## src/hdl/xeu_pkg.sv

```systemverilog
`timescale 1ns / 1ps
// ----------------------------------------------------------------------------
// XML entity unescaper package
// Shared types, entity tables and helpers for the entity unescaper unit.
// ----------------------------------------------------------------------------
package xeu_pkg;

   localparam int unsigned CsrWidth         = 13;
   localparam int unsigned MaxBufferDefault = 4096;
   localparam int unsigned BufferSizeReset  = 256;
   localparam int unsigned MaxResults       = 7;
   localparam int unsigned EntCount         = 5;
   localparam int unsigned EntMaxLen        = 5;
   localparam int unsigned HeldDepth        = 4;

   typedef logic [7:0] char_type;
   typedef logic [2:0] small_count_type;

   localparam char_type AmpChar = 8'h26;

   // Entity names as they follow the ampersand, terminator included.
   localparam char_type EntText [EntCount][EntMaxLen] = '{
      '{8'h61, 8'h6d, 8'h70, 8'h3b, 8'h00},
      '{8'h6c, 8'h74, 8'h3b, 8'h00, 8'h00},
      '{8'h67, 8'h74, 8'h3b, 8'h00, 8'h00},
      '{8'h71, 8'h75, 8'h6f, 8'h74, 8'h3b},
      '{8'h61, 8'h70, 8'h6f, 8'h73, 8'h3b}
   };
   localparam small_count_type EntLen [EntCount] = '{3'd4, 3'd3, 3'd3, 3'd5, 3'd5};
   localparam char_type EntChar [EntCount] = '{8'h26, 8'h3c, 8'h3e, 8'h22, 8'h27};

   typedef struct packed {
      logic     has_char;
      char_type in_char;
      logic     last_char;
   } req_type;

   typedef struct packed {
      char_type out_char;
      logic     is_end;
   } rsp_type;

   // Characters produced by one request, packed from index 0, plus the
   // terminator flag that follows them.
   typedef struct packed {
      logic [MaxResults-1:0][7:0] chars;
      small_count_type            nchar;
      logic                       last;
   } dec_type;

   function automatic char_type fold(input char_type c);
      char_type r;
      r = c;
      if (c >= 8'h41 && c <= 8'h5a) begin
         r = c + 8'h20;
      end
      return r;
   endfunction

endpackage

```

## src/hdl/xeu_decode.sv

```systemverilog
`timescale 1ns / 1ps
// ----------------------------------------------------------------------------
// Entity decoder
// Holds the pending entity state and turns one registered request into the
// list of characters it produces, limited by the remaining capacity.
// ----------------------------------------------------------------------------
module xeu_decode #(
   parameter int unsigned MAX_BUFFER = xeu_pkg::MaxBufferDefault,
   localparam int unsigned CountWidth = $clog2(MAX_BUFFER)
) (
   input  logic                  clock,
   input  logic                  reset,
   input  logic                  advance,
   input  xeu_pkg::req_type      in_item,
   input  logic [CountWidth-1:0] limit,
   output xeu_pkg::dec_type      result
);

   logic                      amp_ff, amp_in;
   xeu_pkg::small_count_type  cnt_ff, cnt_in;
   xeu_pkg::char_type         held_ff [xeu_pkg::HeldDepth];
   xeu_pkg::char_type         held_in [xeu_pkg::HeldDepth];
   logic [CountWidth-1:0]     emitted_ff, emitted_in;

   logic                      has, last;
   xeu_pkg::char_type         c;
   xeu_pkg::small_count_type  len;
   xeu_pkg::char_type         cand [xeu_pkg::EntMaxLen];
   logic [xeu_pkg::EntCount-1:0] full_vec, part_vec;
   logic                      ok;
   logic                      full_any, partial;
   xeu_pkg::char_type         mchar;
   logic                      matched, hold, flush_f, c_en, amp_start;
   xeu_pkg::small_count_type  fcount;
   xeu_pkg::char_type         slot [xeu_pkg::MaxResults];
   logic [xeu_pkg::MaxResults-1:0] slot_en;
   logic [xeu_pkg::MaxResults-1:0][7:0] chars;
   xeu_pkg::small_count_type  total_en;
   logic [CountWidth-1:0]     room_val;
   xeu_pkg::small_count_type  room3;
   xeu_pkg::small_count_type  nchar;
   logic [CountWidth+2:0]     emitted_sum;

   assign has  = in_item.has_char;
   assign c    = in_item.in_char;
   assign last = in_item.last_char;
   assign len  = cnt_ff + 3'd1;

   // Match the held name bytes plus the new byte against every entity.
   always_comb begin
      for (int i = 0; i < xeu_pkg::HeldDepth; i++) begin
         cand[i] = (3'(i) < cnt_ff) ? held_ff[i] : c;
      end
      cand[xeu_pkg::EntMaxLen-1] = c;
      full_vec = '0;
      part_vec = '0;
      mchar    = '0;
      for (int e = 0; e < xeu_pkg::EntCount; e++) begin
         ok = (len <= xeu_pkg::EntLen[e]);
         for (int i = 0; i < xeu_pkg::EntMaxLen; i++) begin
            if (3'(i) < len && xeu_pkg::fold(cand[i]) != xeu_pkg::EntText[e][i]) begin
               ok = 1'b0;
            end
         end
         full_vec[e] = ok && (len == xeu_pkg::EntLen[e]);
         part_vec[e] = ok && (len < xeu_pkg::EntLen[e]);
         if (full_vec[e]) begin
            mchar = xeu_pkg::EntChar[e];
         end
      end
   end

   assign full_any = |full_vec;
   assign partial  = |part_vec;
   assign matched  = has && amp_ff && full_any;
   assign hold     = has && amp_ff && !full_any && partial && (cnt_ff < 3'd4);
   assign flush_f  = amp_ff && !matched && (hold ? last : (has || last));
   assign fcount   = flush_f ? len : 3'd0;
   // A new byte is emitted unless it joins a match; an ampersand is only
   // emitted when the value ends right after it.
   assign c_en     = has && !matched && (hold ? last : ((c != xeu_pkg::AmpChar) || last));

   // Remaining capacity, saturated to the most a request can produce.
   assign room_val = limit - emitted_ff;
   always_comb begin
      if (limit <= emitted_ff) begin
         room3 = 3'd0;
      end else if ({3'b000, room_val} >= (CountWidth + 3)'(xeu_pkg::MaxResults)) begin
         room3 = 3'(xeu_pkg::MaxResults);
      end else begin
         room3 = 3'(room_val);
      end
   end

   assign amp_start = has && !matched && !hold && (c == xeu_pkg::AmpChar) && (room3 > fcount);

   // Candidate characters in output order, then packed toward index 0.
   always_comb begin
      slot[0]    = xeu_pkg::AmpChar;
      slot_en[0] = flush_f;
      for (int k = 0; k < xeu_pkg::HeldDepth; k++) begin
         slot[k+1]    = held_ff[k];
         slot_en[k+1] = flush_f && (3'(k) < cnt_ff);
      end
      slot[5]    = mchar;
      slot_en[5] = matched;
      slot[6]    = c;
      slot_en[6] = c_en;
      chars    = '0;
      total_en = '0;
      for (int j = 0; j < xeu_pkg::MaxResults; j++) begin
         if (slot_en[j]) begin
            chars[total_en] = slot[j];
            total_en = total_en + 3'd1;
         end
      end
   end

   assign nchar = (total_en < room3) ? total_en : room3;

   assign result.chars = chars;
   assign result.nchar = nchar;
   assign result.last  = last;

   assign emitted_sum = {3'b000, emitted_ff} + (CountWidth + 3)'(nchar);

   always_comb begin
      amp_in     = amp_ff;
      cnt_in     = cnt_ff;
      held_in    = held_ff;
      emitted_in = emitted_ff;
      if (advance) begin
         emitted_in = emitted_sum[CountWidth-1:0];
         if (last) begin
            amp_in     = 1'b0;
            cnt_in     = 3'd0;
            emitted_in = '0;
         end else if (hold) begin
            held_in[cnt_ff[1:0]] = c;
            cnt_in = len;
         end else if (amp_start) begin
            amp_in = 1'b1;
            cnt_in = 3'd0;
         end else if (has) begin
            amp_in = 1'b0;
            cnt_in = 3'd0;
         end
      end
   end

   always_ff @(posedge clock) begin
      if (reset) begin
         amp_ff     <= 1'b0;
         cnt_ff     <= 3'd0;
         emitted_ff <= '0;
         for (int i = 0; i < xeu_pkg::HeldDepth; i++) begin
            held_ff[i] <= '0;
         end
      end else begin
         amp_ff     <= amp_in;
         cnt_ff     <= cnt_in;
         held_ff    <= held_in;
         emitted_ff <= emitted_in;
      end
   end

endmodule

```

## src/hdl/xeu_out_buf.sv

```systemverilog
`timescale 1ns / 1ps
// ----------------------------------------------------------------------------
// Result buffer
// Registers the character list of one request and hands it out one result
// per cycle while the receiver is ready, terminator last.
// ----------------------------------------------------------------------------
module xeu_out_buf (
   input  logic             clock,
   input  logic             reset,
   input  logic             load,
   input  xeu_pkg::dec_type in_list,
   output logic             buf_ready,
   output logic             rsp_valid,
   input  logic             rsp_ready,
   output xeu_pkg::rsp_type rsp_data
);

   logic                     valid_ff, valid_in;
   xeu_pkg::small_count_type idx_ff, idx_in;
   xeu_pkg::dec_type         list_ff, list_in;
   xeu_pkg::small_count_type total, in_total;
   logic                     final_out;

   assign total     = list_ff.nchar + {2'b00, list_ff.last};
   assign in_total  = in_list.nchar + {2'b00, in_list.last};
   assign final_out = rsp_ready && (idx_ff == total - 3'd1);
   assign buf_ready = !valid_ff || final_out;

   assign rsp_valid         = valid_ff;
   assign rsp_data.out_char = (idx_ff < list_ff.nchar) ? list_ff.chars[idx_ff] : '0;
   assign rsp_data.is_end   = (idx_ff >= list_ff.nchar);

   always_comb begin
      valid_in = valid_ff;
      idx_in   = idx_ff;
      list_in  = list_ff;
      if (load) begin
         valid_in = (in_total != 3'd0);
         idx_in   = 3'd0;
         list_in  = in_list;
      end else if (valid_ff && rsp_ready) begin
         if (final_out) begin
            valid_in = 1'b0;
         end else begin
            idx_in = idx_ff + 3'd1;
         end
      end
   end

   always_ff @(posedge clock) begin
      if (reset) begin
         valid_ff <= 1'b0;
         idx_ff   <= 3'd0;
      end else begin
         valid_ff <= valid_in;
         idx_ff   <= idx_in;
      end
      list_ff <= list_in;
   end

endmodule

```

## src/hdl/xml_entity_unescaper_unit.sv

```systemverilog
`timescale 1ns / 1ps
// ----------------------------------------------------------------------------
// XML entity unescaper unit
// Decodes the five predefined XML entities in a stream of attribute bytes.
// ----------------------------------------------------------------------------
// One request is accepted per cycle while each produces at most one result
// and the receiver takes each; a request that produces k results holds the
// result register until all are taken (k is at most 7: a flushed entity, the
// byte that broke it and the terminator), and input waits behind it. The first
// result of a request waits in the request register until the result register
// is free, then is loaded into it and presented. The capacity register is
// written through csr_wr_en / csr_wr_data; the user writes it only while
// the unit is idle, not enforced here, and it takes effect with the next value.
module xml_entity_unescaper_unit #(
   parameter int unsigned MAX_BUFFER = xeu_pkg::MaxBufferDefault,
   localparam int unsigned CountWidth = $clog2(MAX_BUFFER)
) (
   input  logic                          clock,
   input  logic                          reset,
   input  logic                          req_valid,
   output logic                          req_ready,
   input  xeu_pkg::req_type              req_data,
   output logic                          rsp_valid,
   input  logic                          rsp_ready,
   output xeu_pkg::rsp_type              rsp_data,
   input  logic                          csr_wr_en,
   input  logic [xeu_pkg::CsrWidth-1:0]  csr_wr_data
);

   localparam int unsigned CalcWidth =
      ((CountWidth + 1 > xeu_pkg::CsrWidth) ? CountWidth + 1 : xeu_pkg::CsrWidth) + 1;
   localparam int unsigned LimitReset =
      ((xeu_pkg::BufferSizeReset > MAX_BUFFER) ? MAX_BUFFER : xeu_pkg::BufferSizeReset) - 1;

   logic [CountWidth-1:0] limit_ff, limit_in;
   logic [CalcWidth-1:0]  size_ext, size_clamp;
   logic                  in_valid_ff, in_valid_in;
   xeu_pkg::req_type      in_item_ff, in_item_in;
   logic                  load;
   logic                  buf_ready;
   xeu_pkg::dec_type      dec_list;

   // Capacity zero acts as one; anything above the maximum is clamped.
   assign size_ext = CalcWidth'(csr_wr_data);
   always_comb begin
      size_clamp = size_ext;
      if (size_ext == '0) begin
         size_clamp = CalcWidth'(1);
      end else if (size_ext > CalcWidth'(MAX_BUFFER)) begin
         size_clamp = CalcWidth'(MAX_BUFFER);
      end
   end
   assign limit_in = csr_wr_en ? CountWidth'(size_clamp - CalcWidth'(1)) : limit_ff;

   assign load      = in_valid_ff && buf_ready;
   assign req_ready = !in_valid_ff || load;

   always_comb begin
      in_valid_in = in_valid_ff;
      in_item_in  = in_item_ff;
      if (req_valid && req_ready) begin
         in_valid_in = 1'b1;
         in_item_in  = req_data;
      end else if (load) begin
         in_valid_in = 1'b0;
      end
   end

   always_ff @(posedge clock) begin
      if (reset) begin
         limit_ff    <= CountWidth'(LimitReset);
         in_valid_ff <= 1'b0;
      end else begin
         limit_ff    <= limit_in;
         in_valid_ff <= in_valid_in;
      end
      in_item_ff <= in_item_in;
   end

   xeu_decode #(
      .MAX_BUFFER(MAX_BUFFER)
   ) u_decode (
      .clock   (clock),
      .reset   (reset),
      .advance (load),
      .in_item (in_item_ff),
      .limit   (limit_ff),
      .result  (dec_list)
   );

   xeu_out_buf u_out_buf (
      .clock     (clock),
      .reset     (reset),
      .load      (load),
      .in_list   (dec_list),
      .buf_ready (buf_ready),
      .rsp_valid (rsp_valid),
      .rsp_ready (rsp_ready),
      .rsp_data  (rsp_data)
   );

endmodule

```

## config.mk

```make
export PLATFORM = sky130hd
export DESIGN_NAME = xml_entity_unescaper_unit
export DESIGN_NICKNAME = d
export VERILOG_FILES = /design/src/hdl/xeu_pkg.sv /design/src/hdl/xeu_decode.sv /design/src/hdl/xeu_out_buf.sv /design/src/hdl/xml_entity_unescaper_unit.sv
export SDC_FILE = /design/constraint.sdc
export NUM_CORES = 1
export LEC_CHECK = 0
export ABC_CLOCK_PERIOD_IN_PS = 8400
export BUFFER_PORTS_ARGS = -buffer_cell sky130_fd_sc_hd__buf_2
export CAP_MARGIN = 40
export CORE_AREA = 2 2 157 113
export DETAILED_ROUTE_END_ITERATION = 16
export DIE_AREA = 0 0 159 115
export PLACE_DENSITY = 0.72
export SLEW_MARGIN = 20
export SYNTH_ARGS = -nofsm -noshare
export SYNTH_HDL_FRONTEND = slang
export SYNTH_HIERARCHICAL = 1
export SYNTH_SLANG_ARGS = --single-unit
export TNS_END_PERCENT = 100
```

## constraint.sdc

```tcl
create_clock -name clock -period 8.4 [get_ports clock]
set_input_delay 0.42 -clock clock [delete_from_list [all_inputs] [get_ports clock]]
set_output_delay 0.42 -clock clock [all_outputs]
set_load 0.01 [all_outputs]
```

==> run_results.csv <==
group,metric,value,unit
global_route,grt_remaining_overflow,0,
global_route,grt_antenna_before_repair,0,
clock_network,path_clk_slew,0.07,ns
setup_path,path_max_fanout,11,
final_layout,n_antenna_cell,0,
detailed_routing,drcViolationCount,0,
final_layout,drive_above_1_share,17.12,%
synthesis,synth_enable_flop_cells,70,
synthesis,syn-cell-area,9366,sq um
synthesis,synthTopCellsByArea,"edfxtp_1 22%, dfxtp_1 14%, mux2i_1 6.0%, ha_1 5.7%, nor2_1 4.5%",
setup_path,crit_end,"u_decode/emitted_ff[10]$_SDFFE_PP0P_",
sta,worstMarginPinSlew,0.7408,ns
detailed_routing,wl,27520,um
synthesis,seq_area_frac_synth,36.33,%
synthesis,ys_warn_count,6,
clock_network,htreeDepth,4,
final_layout,area.growth.synth_to_final,13.50,%
final_layout,layout_commonest_cell,"nor2_1",
place,dp_hpwl,20420,um
detailed_routing,vias,8356,
setup_path,worstSetupStartpoint,"u_decode/cnt_ff[0]$_SDFFE_PP0P_",
sta,max_freq,0.1236,GHz
synthesis,async_flop_share,0,%
setup_path,cp.required,8.77,ns
sta,hold-worst-slack,0.1662,ns
place,dp_cells,1262,
final_layout,mostFrequentLayoutCells,"112 x nor2_1, 85 x nand2_1, 70 x edfxtp_1",
synthesis,yosysTopAreaCell,"edfxtp_1",
setup_path,critPathSlowestCell,"or3_4",
job,maxCapViolCount,0,
global_route,grt_pass1_wl,43080,um
clock_network,cts.sinks,135,
detailed_routing,wl_per_cell,21.17,um
die,coreArea,16820,sq um
global_route,grt_pass1_vias,7414,
synthesis,synth-main-ff-cell,"edfxtp_1",
power,power_density,160.0,nW/um^2
clock_network,cts_tree,"built",
synthesis,syn_inst,1015,
sta,finalCritPeriodShare,96.33,%
sta,skew,0.01085,ns
place,portBuffers,38,
die,initial_core_util,55.70,%
die,die-width,159,um
synthesis,synth.top_cell.area_share,22.44,%
sta,relSlewSlack,50.54,%
final_layout,layout.nets,1129,
setup_path,reg2reg_depth,35,
detailed_routing,ant_nets,0,
die,die_area,18290,sq um
place,gp_congestion,1.010,
detailed_routing,drt-initial-drc-count,1211,
setup_path,slowest_delay,0.46,ns
setup_path,reg2reg_to,"u_decode/emitted_ff[10]$_SDFFE_PP0P_",
hold_path,min_path_type,"input port to flip-flop",
power,p_leak,0.004097,uW
global_route,track_usage,30.53,%
detailed_routing,viasPerCell,6.428,
sta,tns,0,ns
detailed_routing,first_pass_iters,5,
clock_network,clk_path_buf_depth,2,
setup_path,timing.reg2reg.setup_slack,0.31,ns
setup_path,cp_common_cell,"ha_1",
setup_path,crit_arrival,8.46,ns
setup_path,cp-start-kind,"flip-flop",
clock_network,root_buffer,"clkbuf_16",
die,die_height,115,um
power,vdd_drop_max,0.1351,mV
sta,setup_viol,0,
clock_network,clkLatencyLatePin,0.43,ns
clock_network,numCtsBuffers,17,
global_route,grt_max_degree,53,
sta,period_needed,8.092,ns
final_layout,fin_cells,1300,
setup_path,worstSetupEndpointType,"flip-flop",
die,pin_count,39,
sta,hold_viol_final,0,
sta,maxSlewViolCount,0,
clock_network,holdBufCountCts,0,
synthesis,synth_seq_cells,135,
setup_path,crit_type,"flip-flop to flip-flop",
die,rows,40,
setup_path,reg2reg_from,"u_decode/cnt_ff[0]$_SDFFE_PP0P_",
run_status,status,"completed",
synthesis,synth.distinct_cells,101,
synthesis,syn_area_per_cell,9.228,sq um
synthesis,syn_nets,1088,
==> logic make-up after synthesis <==
kind of cell	Yosys count	synth area share, %
buffers and inverters	110	5.116
multiplexers	77	9.511
flip-flops	135	36.33
AND/OR/NAND/NOR	385	21.27
XOR/XNOR	22	2.204
AO/OA/AOI/OAI	241	19.40
adder cells (fa/ha/maj)	45	6.172
==> where the power goes <==
| group | switching (uW) | leakage [uW] | internal [uW] |
|---|---|---|---|
| combinational | 117 | 0.00262 | 73.8 |
| clock | 324 | 0.000292 | 450 |
| sequential | 18.6 | 0.00119 | 718 |
| total | 460 | 0.00410 | 1240 |
==> per-layer routing <==
layer	up-vias	GRT usage (%)	routed length, um
met5	-	0	0
met4	0	7.818	488
met3	52	7.107	3130
met2	470	41.62	10820
met1	3990	48.01	13090
li1	3844	-	-
==> through the flow <==
step                      utilization [%]  total power [uW]  cell area (sq um)  worst slack (ns)
final                               63.22              1701              10630            0.3085
after global routing                63.22              1754              10630          -0.04683
after CTS                           62.43              1698              10500           0.05040
after detailed placement            58.74             929.1               9878           -0.1435
after global placement              58.42             924.9               9823            0.2350
after floorplan                         -             866.3               9366            0.1790
==> Yosys cell counts (6+ instances only) <==
cell type  count
o31ai_1        7
or3_1         10
and3_1         6
nand2_1       85
edfxtp_1      70
a22o_1        19
ha_1          43
nand2b_1      15
nand3_1       27
nor2_1       113
mux2_2         9
nor3_1        32
a31oi_1       10
a2111oi_1      8
a22oi_1       18
a21oi_1       44
dfxtp_1       65
nor3b_1        9
a21o_1        11
clkbuf_1      30
nand4_1        8
nor2b_1       21
buf_4          6
o21ai_1       13
xnor2_1       16
mux2i_1       56
inv_1         50
and2_1        13
mux4_2         7
o21ai_0       27
buf_2         16
a211oi_1       9
==> worst min path at each step <==
stage / startpoint / end / slack [ns] / cells after the start
after CTS: req_data[2] / in_item_ff[2]$_DFFE_PP_ / 0.16 / 1
after global routing: req_data[1] / in_item_ff[1]$_DFFE_PP_ / 0.16 / 1
final: req_data[2] / in_item_ff[2]$_DFFE_PP_ / 0.17 / 1
after floorplan: limit_ff[10]$_SDFFE_PP0P_ / limit_ff[10]$_SDFFE_PP0P_ / 0.45 / 2
after detailed placement: limit_ff[0]$_SDFFE_PP1P_ / limit_ff[0]$_SDFFE_PP1P_ / 0.49 / 2
after global placement: limit_ff[0]$_SDFFE_PP1P_ / limit_ff[0]$_SDFFE_PP1P_ / 0.48 / 2
==> flip-flops by register name, summed over array words and instances (netlist names) <==
register / flops
u_decode/cnt_ff: 3
u_out_buf/list_ff: 60
u_decode/emitted_ff: 12
u_out_buf/idx_ff: 3
in_item_ff: 10
u_out_buf/rsp_valid: 1
limit_ff: 12
u_decode/held_ff: 32
in_valid_ff: 1
u_decode/amp_ff: 1
==> layout make-up <==
| type | instances | area, sq um |
|---|---|---|
| multi-input combinational | 770 | 5589 |
| sequential | 135 | 3405 |
| clock buffer | 17 | 425.4 |
| clock inverter | 15 | 178.9 |
| inverter | 51 | 191.4 |
| timing repair buffer | 81 | 553.0 |
| tap | 231 | 289.0 |
| fill | 1411 | 6185 |
==> repair_timing <==
item / CTS / global route
gates cloned: 0 / 0
setup buffers: 0 / 6
resized for setup: 4 / 21
pin swaps: 0 / 8
endpoints found under the setup margin: 4 / 11
==> critical path, delay by kind of cell, from the launching register on <==
| family | cells | cell delay, ns |
|---|---|---|
| compound gates | 16 | 2.98 |
| flops | 1 | 0.42 |
| simple gates | 7 | 1.59 |
| fa+ha+maj | 7 | 2.07 |
| buf+inv | 3 | 0.36 |
| mux | 2 | 0.60 |
Note: power is estimated with default switching activity, not from simulation.
